**src/rtl/fba_pkg.sv**
```systemverilog
// Shared types and constants for the bitmap frame allocator.
// No dependencies; imported by every module of the block.
package fba_pkg;

    localparam int FRAME_W = 12;
    localparam int COUNT_W = 13;
    localparam logic [COUNT_W-1:0] COUNT_RESET = 13'd4096;

    localparam logic OP_ALLOC = 1'b0;
    localparam logic OP_FREE  = 1'b1;

    typedef struct packed {
        logic               opcode;
        logic [FRAME_W-1:0] current_frame;
        logic               kernel_only;
        logic               wr_allowed;
    } t_item;

    typedef struct packed {
        logic [FRAME_W-1:0] new_frame;
        logic               present;
        logic               writable;
        logic               user_access;
        logic               updated;
        logic               no_free_frame;
    } t_result;

    typedef enum logic [2:0] {
        ST_CLEAR,
        ST_IDLE,
        ST_DECIDE,
        ST_SCAN,
        ST_SEEK,
        ST_FREE_WR
    } t_state;

    typedef enum logic [2:0] {
        RES_MAPPED,
        RES_EMPTY,
        RES_FULL,
        RES_ALLOC,
        RES_FREED
    } t_res_kind;

    typedef struct packed {
        logic      load_item;
        logic      rst_ptr;
        logic      step;
        logic      clr_wr;
        logic      set_bit_wr;
        logic      clr_bit_wr;
        logic      emit;
        t_res_kind kind;
    } t_dp_cmd;

    typedef struct packed {
        logic opcode;
        logic cur_zero;
        logic cur_in_store;
        logic clr_last;
        logic pend;
        logic word_in_range;
        logic word_has_free;
        logic free_hit;
    } t_dp_sts;

endpackage

```
**src/rtl/fba_datapath.sv**
```systemverilog
// Datapath of the frame allocator: bitmap memory, word pointer, item and result registers.
// Depends on fba_pkg; driven by fba_ctrl through t_dp_cmd.
module fba_datapath #(
    parameter int MAX_FRAMES = 4096,
    parameter int WORD_BITS  = 32
) (
    input  logic                           i_clk,
    input  logic                           i_rst_n,
    input  fba_pkg::t_item                 i_item,
    input  logic                           i_cfg_we,
    input  logic [fba_pkg::COUNT_W-1:0]    i_cfg_wdata,
    input  fba_pkg::t_dp_cmd               i_cmd,
    output fba_pkg::t_dp_sts               o_sts,
    output logic                           o_valid,
    output fba_pkg::t_result               o_result
);
    import fba_pkg::*;

    localparam int DEPTH  = MAX_FRAMES / WORD_BITS;
    localparam int AW     = (DEPTH > 1) ? $clog2(DEPTH) : 1;
    localparam int IDX_W  = $clog2(DEPTH + 1);
    localparam int OFF_W  = $clog2(WORD_BITS);
    localparam int BASE_W = $clog2(MAX_FRAMES + WORD_BITS + 1);
    localparam int CMP_W  = (BASE_W > COUNT_W) ? BASE_W : COUNT_W;

    logic [WORD_BITS-1:0] r_mem [DEPTH];
    logic [WORD_BITS-1:0] r_rdata;

    logic [COUNT_W-1:0] r_frame_count;
    t_item              r_item;
    logic [IDX_W-1:0]   r_idx,  n_idx;
    logic [BASE_W-1:0]  r_base, n_base;
    logic               r_pend, n_pend;
    logic [AW-1:0]      r_rd_idx;
    logic [BASE_W-1:0]  r_rd_base;
    logic               r_rd_inrange;
    logic               r_valid;
    t_result            r_result, n_result;

    logic                 in_range;
    logic [OFF_W-1:0]     free_pos;
    logic [OFF_W-1:0]     off;
    logic                 wr_en;
    logic [AW-1:0]        wr_addr;
    logic [WORD_BITS-1:0] wr_data;

    always_ff @(posedge i_clk) begin
        if (!i_rst_n) begin
            r_frame_count <= COUNT_RESET;
        end else if (i_cfg_we) begin
            r_frame_count <= i_cfg_wdata;
        end
    end

    always_ff @(posedge i_clk) begin
        if (i_cmd.load_item) begin
            r_item <= i_item;
        end
    end

    always_comb begin
        n_idx  = r_idx;
        n_base = r_base;
        n_pend = r_pend;
        if (i_cmd.rst_ptr) begin
            n_idx  = '0;
            n_base = '0;
            n_pend = 1'b0;
        end else if (i_cmd.step) begin
            n_idx  = IDX_W'(r_idx + 1'b1);
            n_base = BASE_W'(r_base + BASE_W'(WORD_BITS));
            n_pend = 1'b1;
        end
    end

    // a word counts only if it lies wholly below frame_count and within storage
    assign in_range = (CMP_W'(r_base) + CMP_W'(WORD_BITS) <= CMP_W'(r_frame_count))
                      && (r_idx < IDX_W'(DEPTH));

    always_ff @(posedge i_clk) begin
        if (!i_rst_n) begin
            r_idx  <= '0;
            r_base <= '0;
            r_pend <= 1'b0;
        end else begin
            r_idx  <= n_idx;
            r_base <= n_base;
            r_pend <= n_pend;
        end
    end

    // track which word the registered read data belongs to
    always_ff @(posedge i_clk) begin
        r_rd_idx     <= r_idx[AW-1:0];
        r_rd_base    <= r_base;
        r_rd_inrange <= in_range;
    end

    // lowest clear bit of the word under test
    always_comb begin
        free_pos = '0;
        for (int j = WORD_BITS - 1; j >= 0; j--) begin
            if (!r_rdata[j]) begin
                free_pos = OFF_W'(j);
            end
        end
    end

    assign off = OFF_W'(CMP_W'(r_item.current_frame) - CMP_W'(r_base));

    assign wr_en   = i_cmd.clr_wr | i_cmd.set_bit_wr | i_cmd.clr_bit_wr;
    assign wr_addr = i_cmd.set_bit_wr ? r_rd_idx : r_idx[AW-1:0];

    always_comb begin
        if (i_cmd.clr_wr) begin
            wr_data = '0;
        end else if (i_cmd.set_bit_wr) begin
            wr_data = r_rdata | (WORD_BITS'(1) << free_pos);
        end else begin
            wr_data = r_rdata & ~(WORD_BITS'(1) << off);
        end
    end

    always_ff @(posedge i_clk) begin
        if (wr_en) begin
            r_mem[wr_addr] <= wr_data;
        end
        r_rdata <= r_mem[r_idx[AW-1:0]];
    end

    always_comb begin
        n_result = '0;
        case (i_cmd.kind)
            RES_MAPPED: n_result.new_frame = r_item.current_frame;
            RES_FULL:   n_result.no_free_frame = 1'b1;
            RES_ALLOC: begin
                n_result.new_frame   = FRAME_W'(r_rd_base + BASE_W'(free_pos));
                n_result.present     = 1'b1;
                n_result.writable    = r_item.wr_allowed;
                n_result.user_access = ~r_item.kernel_only;
                n_result.updated     = 1'b1;
            end
            RES_FREED:  n_result.updated = 1'b1;
            default:    n_result = '0;
        endcase
    end

    always_ff @(posedge i_clk) begin
        if (!i_rst_n) begin
            r_valid <= 1'b0;
        end else begin
            r_valid <= i_cmd.emit;
        end
    end

    always_ff @(posedge i_clk) begin
        if (i_cmd.emit) begin
            r_result <= n_result;
        end
    end

    assign o_valid  = r_valid;
    assign o_result = r_result;

    assign o_sts.opcode        = r_item.opcode;
    assign o_sts.cur_zero      = (r_item.current_frame == '0);
    assign o_sts.cur_in_store  = (CMP_W'(r_item.current_frame) < CMP_W'(MAX_FRAMES));
    assign o_sts.clr_last      = (r_idx[AW-1:0] == AW'(DEPTH - 1));
    assign o_sts.pend          = r_pend;
    assign o_sts.word_in_range = r_rd_inrange;
    assign o_sts.word_has_free = ~(&r_rdata);
    assign o_sts.free_hit      = (CMP_W'(r_item.current_frame)
                                  < CMP_W'(r_base) + CMP_W'(WORD_BITS));

endmodule

```
**src/rtl/fba_ctrl.sv**
```systemverilog
// Control state machine of the frame allocator: clearing pass, scan, seek and write-back.
// Depends on fba_pkg; commands fba_datapath.
module fba_ctrl (
    input  logic              i_clk,
    input  logic              i_rst_n,
    input  logic              start,
    output logic              busy,
    input  fba_pkg::t_dp_sts  i_sts,
    output fba_pkg::t_dp_cmd  o_cmd
);
    import fba_pkg::*;

    t_state r_state, n_state;

    always_ff @(posedge i_clk) begin
        if (!i_rst_n) begin
            r_state <= ST_CLEAR;
        end else begin
            r_state <= n_state;
        end
    end

    always_comb begin
        n_state = r_state;
        unique case (r_state)
            ST_CLEAR: begin
                if (i_sts.clr_last) n_state = ST_IDLE;
            end
            ST_IDLE: begin
                if (start) n_state = ST_DECIDE;
            end
            ST_DECIDE: begin
                if (i_sts.opcode == OP_ALLOC) begin
                    n_state = i_sts.cur_zero ? ST_SCAN : ST_IDLE;
                end else begin
                    n_state = (!i_sts.cur_zero && i_sts.cur_in_store) ? ST_SEEK : ST_IDLE;
                end
            end
            ST_SCAN: begin
                if (i_sts.pend && (!i_sts.word_in_range || i_sts.word_has_free)) begin
                    n_state = ST_IDLE;
                end
            end
            ST_SEEK: begin
                if (i_sts.free_hit) n_state = ST_FREE_WR;
            end
            ST_FREE_WR: n_state = ST_IDLE;
            default:    n_state = ST_IDLE;
        endcase
    end

    always_comb begin
        o_cmd = '0;
        o_cmd.kind = RES_EMPTY;
        unique case (r_state)
            ST_CLEAR: begin
                o_cmd.clr_wr = 1'b1;
                o_cmd.step   = 1'b1;
            end
            ST_IDLE: begin
                o_cmd.load_item = start;
            end
            ST_DECIDE: begin
                o_cmd.rst_ptr = 1'b1;
                if (i_sts.opcode == OP_ALLOC) begin
                    if (!i_sts.cur_zero) begin
                        o_cmd.emit = 1'b1;
                        o_cmd.kind = RES_MAPPED;
                    end
                end else if (i_sts.cur_zero) begin
                    o_cmd.emit = 1'b1;
                    o_cmd.kind = RES_EMPTY;
                end else if (!i_sts.cur_in_store) begin
                    o_cmd.emit = 1'b1;
                    o_cmd.kind = RES_FREED;
                end
            end
            ST_SCAN: begin
                if (i_sts.pend && !i_sts.word_in_range) begin
                    o_cmd.emit = 1'b1;
                    o_cmd.kind = RES_FULL;
                end else if (i_sts.pend && i_sts.word_has_free) begin
                    o_cmd.set_bit_wr = 1'b1;
                    o_cmd.emit       = 1'b1;
                    o_cmd.kind       = RES_ALLOC;
                end else begin
                    o_cmd.step = 1'b1;
                end
            end
            ST_SEEK: begin
                // hold the pointer on the matching word so its read lands next cycle
                o_cmd.step = ~i_sts.free_hit;
            end
            ST_FREE_WR: begin
                o_cmd.clr_bit_wr = 1'b1;
                o_cmd.emit       = 1'b1;
                o_cmd.kind       = RES_FREED;
            end
            default: o_cmd = '0;
        endcase
    end

    assign busy = (r_state != ST_IDLE);

endmodule

```
**src/rtl/frame_bitmap_allocator_core.sv**
```systemverilog
// Top level of the bitmap frame allocator: joins controller and datapath.
// Depends on fba_pkg, fba_ctrl and fba_datapath.
//
//  channel   | handshake            | payload
//  ----------+----------------------+---------------------------
//  request   | start / busy         | i_item   (t_item)
//  result    | o_valid (one cycle)  | o_result (t_result)
//  config    | i_cfg_we             | i_cfg_wdata (frame_count)
//
// An item is taken when start is high and busy is low. Allocation walks the bitmap
// one word per cycle through the single read port until a word with a free bit
// or the first word outside frame_count ends the scan. A free walks to the frame's word
// the same way, then writes that word back with the frame's bit cleared. Trivial
// requests are answered from the decide state. After reset a clearing pass over
// every bitmap word holds busy high.
// Each result shows for exactly one cycle; the receiver cannot stall.
module frame_bitmap_allocator_core #(
    parameter int MAX_FRAMES = 4096,
    parameter int WORD_BITS  = 32
) (
    input  logic                         i_clk,
    input  logic                         i_rst_n,
    input  logic                         start,
    output logic                         busy,
    input  fba_pkg::t_item               i_item,
    output logic                         o_valid,
    output fba_pkg::t_result             o_result,
    input  logic                         i_cfg_we,
    input  logic [fba_pkg::COUNT_W-1:0]  i_cfg_wdata
);
    import fba_pkg::*;

    t_dp_cmd cmd;
    t_dp_sts sts;

    fba_ctrl u_ctrl (
        .i_clk   (i_clk),
        .i_rst_n (i_rst_n),
        .start   (start),
        .busy    (busy),
        .i_sts   (sts),
        .o_cmd   (cmd)
    );

    fba_datapath #(
        .MAX_FRAMES (MAX_FRAMES),
        .WORD_BITS  (WORD_BITS)
    ) u_datapath (
        .i_clk       (i_clk),
        .i_rst_n     (i_rst_n),
        .i_item      (i_item),
        .i_cfg_we    (i_cfg_we),
        .i_cfg_wdata (i_cfg_wdata),
        .i_cmd       (cmd),
        .o_sts       (sts),
        .o_valid     (o_valid),
        .o_result    (o_result)
    );

endmodule

```
**config.mk**
```make
export PLATFORM = sky130hd
export DESIGN_NAME = frame_bitmap_allocator_core
export DESIGN_NICKNAME = d
export VERILOG_FILES = /design/src/rtl/fba_pkg.sv /design/src/rtl/fba_datapath.sv /design/src/rtl/fba_ctrl.sv /design/src/rtl/frame_bitmap_allocator_core.sv
export SDC_FILE = /design/constraint.sdc
export NUM_CORES = 2
export LEC_CHECK = 0
export BUFFER_PORTS_ARGS = -buffer_cell sky130_fd_sc_hd__buf_2
export CORE_AREA = 2 2 823 620
export CTS_BUF_LIST = sky130_fd_sc_hd__clkbuf_2 sky130_fd_sc_hd__clkbuf_4 sky130_fd_sc_hd__clkbuf_8
export DETAILED_ROUTE_END_ITERATION = 8
export DIE_AREA = 0 0 825 622
export GPL_TIMING_DRIVEN = 0
export PLACE_DENSITY_LB_ADDON = 0.05
export SLEW_MARGIN = 20
export SYNTH_ARGS = -nofsm -noshare
export SYNTH_HDL_FRONTEND = slang
export SYNTH_SLANG_ARGS = --single-unit
```
**constraint.sdc**
```tcl
create_clock -name i_clk -period 9.8 [get_ports i_clk]
set_input_delay 0.98 -clock i_clk [delete_from_list [all_inputs] [get_ports i_clk]]
set_output_delay 0.98 -clock i_clk [all_outputs]
set_load 0.05 [all_outputs]
```
* After elaboration in Yosys (flattened, before gate mapping)
Memory sizes are Yosys's and may differ from the RTL's. A register that Yosys moved wholly into a read port is not among the register bits. Cells that the tools add are included.
Word-level totals: input port bits 32, bits in latches 0, memories kept 1, output and inout bits 19, bits in read-only memories 0, word-level logic and storage cells 131, bits in registers 91, memory bits (writable) 4096
Cells by class: reductions and logical operators 14, add/subtract/negate cells 4, div/mod/pow operators 0, muxes and demuxes 65, shift-type cells 2, bitwise logic cells 9, eq/ne operators 14, multipliers 0, order comparisons 3
Memories:
- u_datapath.r_mem | words 128, width 32, read ports 1, clocked after memory_dff 1, write ports 1, RTL line fba_datapath.sv:26 | logic [WORD_BITS-1:0] r_mem [DEPTH];
Operator list (number):
- $mux 5 | 32
- $mux 32 | 2
- $shl 1x5->32 const A | 2
- $and 32x32->32 | 1
- $not 32->32 | 1
- $or 32x32->32 | 1
- $reduce_and 32->1 | 1
- $pmux 12 s2 | 1
- $mux 3 | 7
- $mux 4 | 5
- $pmux 4 s4 | 1
- $pmux 3 s5 | 1
- $add 13x6->13 const B | 1
- $le 13x13->1 | 1
- $lt 12x13->1 | 1
- $mux 1 | 13
- $add 12x5->12 | 1
- $eq 3x2->1 const B | 4
- $logic_not 12->1 | 1
- $eq 3x3->1 const B | 3
- $add 8x1->8 const B | 1
- $lt 8x8->1 const B | 1
- $eq 7x7->1 const B | 1
- $mux 7 | 1
- other kinds (16) | 27

* Depth between registers and ports, before layout
depth in word-level cells 36, depth in mapped cells 13, gate-level depth less buffers 12

* Cells and area by module
A second synthesis with hierarchy kept.
Second synthesis, totals: cell total of the unflattened synthesis 7993, area total of the unflattened synthesis 161667.6 um^2
Modules (own cells, without submodules):
- fba_datapath | sequential area each 125520.4 um^2, cells each 7951, area an instance 161341.0 um^2, instances 1
- fba_ctrl | sequential area each 60.1 um^2, cells each 42, area an instance 326.6 um^2, instances 1

* Worst setup path before layout
No wires, ideal clock.
kind flip-flop to flip-flop, start point register u_datapath.r_rdata[2] (read register of u_datapath.r_mem), end point memory u_datapath.r_mem[0][17], data pin, setup time 1.227 ns, period minus slack after synthesis 7.902 ns, buffers on the path 0, path slack 1.898 ns, data arrival time 6.675 ns, required time 8.573 ns, stages on the path, launching flop included 6, path through dfxtp_1 -> nand4_2 -> or4_4 -> nor2_1 -> nand2_1 -> o31ai_1
Between the ends: cells in the longest elaborated chain, start to end 8, elaborated cells between the ends (all ways) 13, those cells by class shift: 1; mux: 8; bitwise: 2; reduce/logical: 2
RTL lines:
- start: declaration | RTL line fba_datapath.sv:27 | logic [WORD_BITS-1:0] r_rdata;
- $reduce_and 32->1 | RTL line fba_datapath.sv:171 | assign o_sts.word_has_free = ~(&r_rdata);
- $not 1->1 | RTL line fba_datapath.sv:171
- $logic_and 1x1->1 | RTL line fba_ctrl.sv:82 | end else if (i_sts.pend && i_sts.word_has_free) begin
- $mux 1 | RTL line fba_ctrl.sv:82
- $mux 1 | RTL line fba_ctrl.sv:79 | if (i_sts.pend && !i_sts.word_in_range) begin
- $mux 1 | RTL line fba_ctrl.sv:55 | unique case (r_state)
- $mux 32 * | RTL line fba_datapath.sv:117 | end else if (i_cmd.set_bit_wr) begin
- $mux 32 * | RTL line fba_datapath.sv:115 | if (i_cmd.clr_wr) begin
- named net u_datapath.wr_data[17] | RTL line fba_datapath.sv:45 | logic [WORD_BITS-1:0] wr_data;
- end: declaration | RTL line fba_datapath.sv:26
Mark *: on every way through the listed nets, which the timed path passes. The rest lies on a longest branch.

==> flow_metrics.env <==
export IMPL_status="complete, no violations"
export IMPL_cts_tree="built"
export IMPL_grt_max_degree=69
export IMPL_start_kind="flip-flop"
export IMPL_vdd_drop_max_mv=0.155
export IMPL_ys_ff_latch=4209
export IMPL_finClkSkew_ps=93.0
export IMPL_hold_depth=3
export IMPL_combinationalPowerShare_pct=26.9
export IMPL_ys_types=73
export IMPL_drt_wirelength_per_cell_um=42.8
export IMPL_cts_sink_count=4209
export IMPL_syn_area_per_cell_sq_um=22.1
export IMPL_cts_setup_buffers=0
export IMPL_die_width_um=825
export IMPL_drive_gt1_share_pct=34.9
export IMPL_grt_pass1_vias=87400
export IMPL_io_pins=51
export IMPL_grt_usage_pct=25.9
export IMPL_worstRegToRegCells=11
export IMPL_setup_violations=0
export IMPL_cts_buffer_depth=4
export IMPL_fin_crit_ps=7290
export IMPL_ff2ff_setup_slack_ps=2510
export IMPL_synth_most_common_cell="edfxtp_1"
export IMPL_total_power_w=0.0509
export IMPL_cts_buffers=695
export IMPL_use_met1_pct=40.4
export IMPL_num_rows=226
export IMPL_max_slew_margin_pct=9.41
export IMPL_r2r_start="u_datapath.r_idx[0]"
export IMPL_crit_type="flip-flop to flip-flop"
export IMPL_yosysSeqAreaShare_pct=77.9
export IMPL_drv_cap=0
export IMPL_p_seq_share_pct=42.8
export IMPL_rsz0062_at_grt="false"
export IMPL_dp_hpwl_mm=494
export IMPL_cell_internal_pwr_w=0.0340
export IMPL_drt_total_wl_mm=680
export IMPL_clk_latency_ps=1350
export IMPL_tns_ps=0
export IMPL_area_growth_pct=21.8
export IMPL_grt_first_pass_wirelength_mm=875
export IMPL_yosysWarnings=0
export IMPL_clk_pin_slew_ps=60
export IMPL_gp_congestion=0.905
export IMPL_p_clk_share_pct=30.3
export IMPL_drt_iter0_markers=14700
export IMPL_cp_data_required_time_ps=10860
export IMPL_switchingPower_w=0.0168
export IMPL_synth_fp_nets=7347
export IMPL_slew_violations=0
export IMPL_cts_root_buf="clkbuf_8"
export IMPL_swShare_pct=33.1
export IMPL_busiest_layer="met1"
export IMPL_syn_inst=7295
export IMPL_routed_via_count=90400
export IMPL_start_util_pct=32.0
export IMPL_synth_top_cell_area_share_pct=76.9
export IMPL_power_per_cell_area_nw_per_um2=259
export IMPL_met3_usage_pct=6.46
export IMPL_hold_viol_final=0
export IMPL_synth_edf_count=4128
export IMPL_cp_arrival_ps=8350
export IMPL_end_kind="flip-flop"
export IMPL_drc=0
export IMPL_cts_resized=0
export IMPL_finalCritPeriodShare_pct=74.4
export IMPL_dieArea_sq_um=513000
export IMPL_worstMarginPinSlew_ps=1340
export IMPL_min_path_type="primary input to flip-flop"
export IMPL_num_fill_cells=45400
export IMPL_die_h_um=622
export IMPL_core_area_sq_um=504000
export IMPL_synth_area_sq_um=161000
export IMPL_hold_start="i_cfg_we"
export IMPL_h_tree_depth=6
export IMPL_fmax_mhz=137
export IMPL_async_flop_share_pct=0
export IMPL_synth_area_top_cells="edfxtp_1 (77%), mux4_2 (14%), mux2i_1 (1.5%)"
export IMPL_ctsHoldBuffers=32
export IMPL_synth_area_leader_cell="edfxtp_1"
export IMPL_viasPerCell=5.69
export IMPL_synthTopCellsByCount="edfxtp_1 (4128), mux4_2 (1028), mux2i_1 (239), nor2_1 (232), clkbuf_1 (213)"
export IMPL_p_leak_nw=61.5
export IMPL_dr_pass1_iters=7
export IMPL_antenna_found_initial=98
export IMPL_critPathMaxFanout=11
export IMPL_fin_nets=8636
export IMPL_ys_flop_type="edfxtp_1"
export IMPL_grt_remaining_overflow=0
export IMPL_antenna_left=0
export IMPL_met2_usage_pct=35.1
export IMPL_hold_path_end="u_datapath.r_frame_count[1]"
export IMPL_port_buffers=48
export IMPL_r2r_end="u_datapath.r_rdata[30]"
metal layers:
layer	vias up	routed length, um
li1	33800	-
met5	-	152
met3	1029	66300
met1	50200	315000
met2	5269	273000
met4	20	25200
critical path, cell delays in order (launching register included):
cell	delay (ps)
dfxtp_1	570
buf_4	340
buf_4	600
buf_4	460
buf_4	440
buf_2	870
buf_2	770
buf_2	820
mux2i_1	320
o22ai_1	330
a211oi_1	930
nand3_1	470
cell usage in the layout, fill, tap and decap left out, drive strengths merged, types with 81 or more instances in the layout:
cell | synthesis | layout
clkinv | 0 | 210
nor2 | 232 | 232
edfxtp | 4128 | 4128
buf | 194 | 751
dfxtp | 81 | 81
clkbuf | 214 | 1191
mux2i | 242 | 242
nand3 | 115 | 115
o21ai | 163 | 163
mux4 | 1028 | 1028
nand2 | 132 | 132
per-stage QoR:
| step | cells | area, sq um | worst slack [ps] | util, % | hold WS, ps |
|---|---|---|---|---|---|
| detailed placement | 14600 | 183000 | 2690 | 36.2 | 403 |
| finish | 15900 | 196000 | 2510 | 38.9 | 159 |
| global route | 15800 | 196000 | 2660 | 38.9 | 129 |
| global placement | 14100 | 170000 | -10730 | 33.7 | 403 |
| floorplan | 7295 | 161000 | 1900 | - | 367 |
| CTS | 15800 | 196000 | 2700 | 38.9 | 5.84 |
layout make-up:
| class | count | area [sq um] | share of cell area [%] |
|---|---|---|---|
| diodes | 42 | 105 | 0.0535 |
| plain buffers | 408 | 1930 | 0.981 |
| clock buffers | 974 | 11800 | 6.02 |
| clock inverters | 259 | 1470 | 0.749 |
| inverters | 28 | 108 | 0.0548 |
| multi-input cells | 2650 | 35400 | 18.0 |
| flip-flops and latches | 4209 | 126000 | 63.9 |
| well taps | 6726 | 8420 | 4.28 |
| repair buffers | 592 | 11600 | 5.91 |
worst max path at each step:
stage	from	to	slack [ps]	depth (start not counted)
detailed placement	u_datapath.r_idx[0]	u_datapath.r_rdata[30]	2690	11
CTS	u_datapath.r_idx[0]	u_datapath.r_rdata[0]	2700	10
floorplan	u_datapath.r_rdata[2]	u_datapath.r_mem[0][17]	1900	5
global placement	u_datapath.r_rdata[9]	u_datapath.r_mem[38][13]	-10730	6
finish	u_datapath.r_idx[0]	u_datapath.r_rdata[30]	2510	11
global route	u_datapath.r_idx[0]	u_datapath.r_rdata[30]	2660	11
registers in the layout, indices dropped and copies added (netlist names):
register	cells
u_datapath.r_mem	4096
u_datapath.r_rdata	32
u_datapath.o_result	17
u_datapath.r_item	14
u_datapath.r_frame_count	13
u_datapath.r_base	8
u_datapath.r_idx	8
u_datapath.r_rd_base	7
u_datapath.r_rd_idx	7
u_ctrl.r_state	3
u_datapath.o_sts	1
u_datapath.o_valid	1
u_datapath.r_pend	1
u_datapath.r_rd_inrange	1
power by group through the flow:
stage          clock network (W)  logic [W]  registers [W]
3_5_place_dp                   0     0.0136         0.0221
2_1_floorplan                  0    0.00593         0.0224
6_report                  0.0154     0.0137         0.0218
4_1_cts                   0.0157     0.0136         0.0217
5_1_grt                   0.0164     0.0140         0.0218
3_3_place_gp                   0     0.0119         0.0234
cell families after synthesis:
logic type      Yosys count  synth area share, %
compound gates          638                 2.74
fa+ha+maj                20                0.155
flops                  4209                 77.9
xor+xnor                  6               0.0326
mux                    1282                 16.0
simple gates            704                 2.10
buf+inv                 436                 1.14
(Power assumes the default switching activity.)
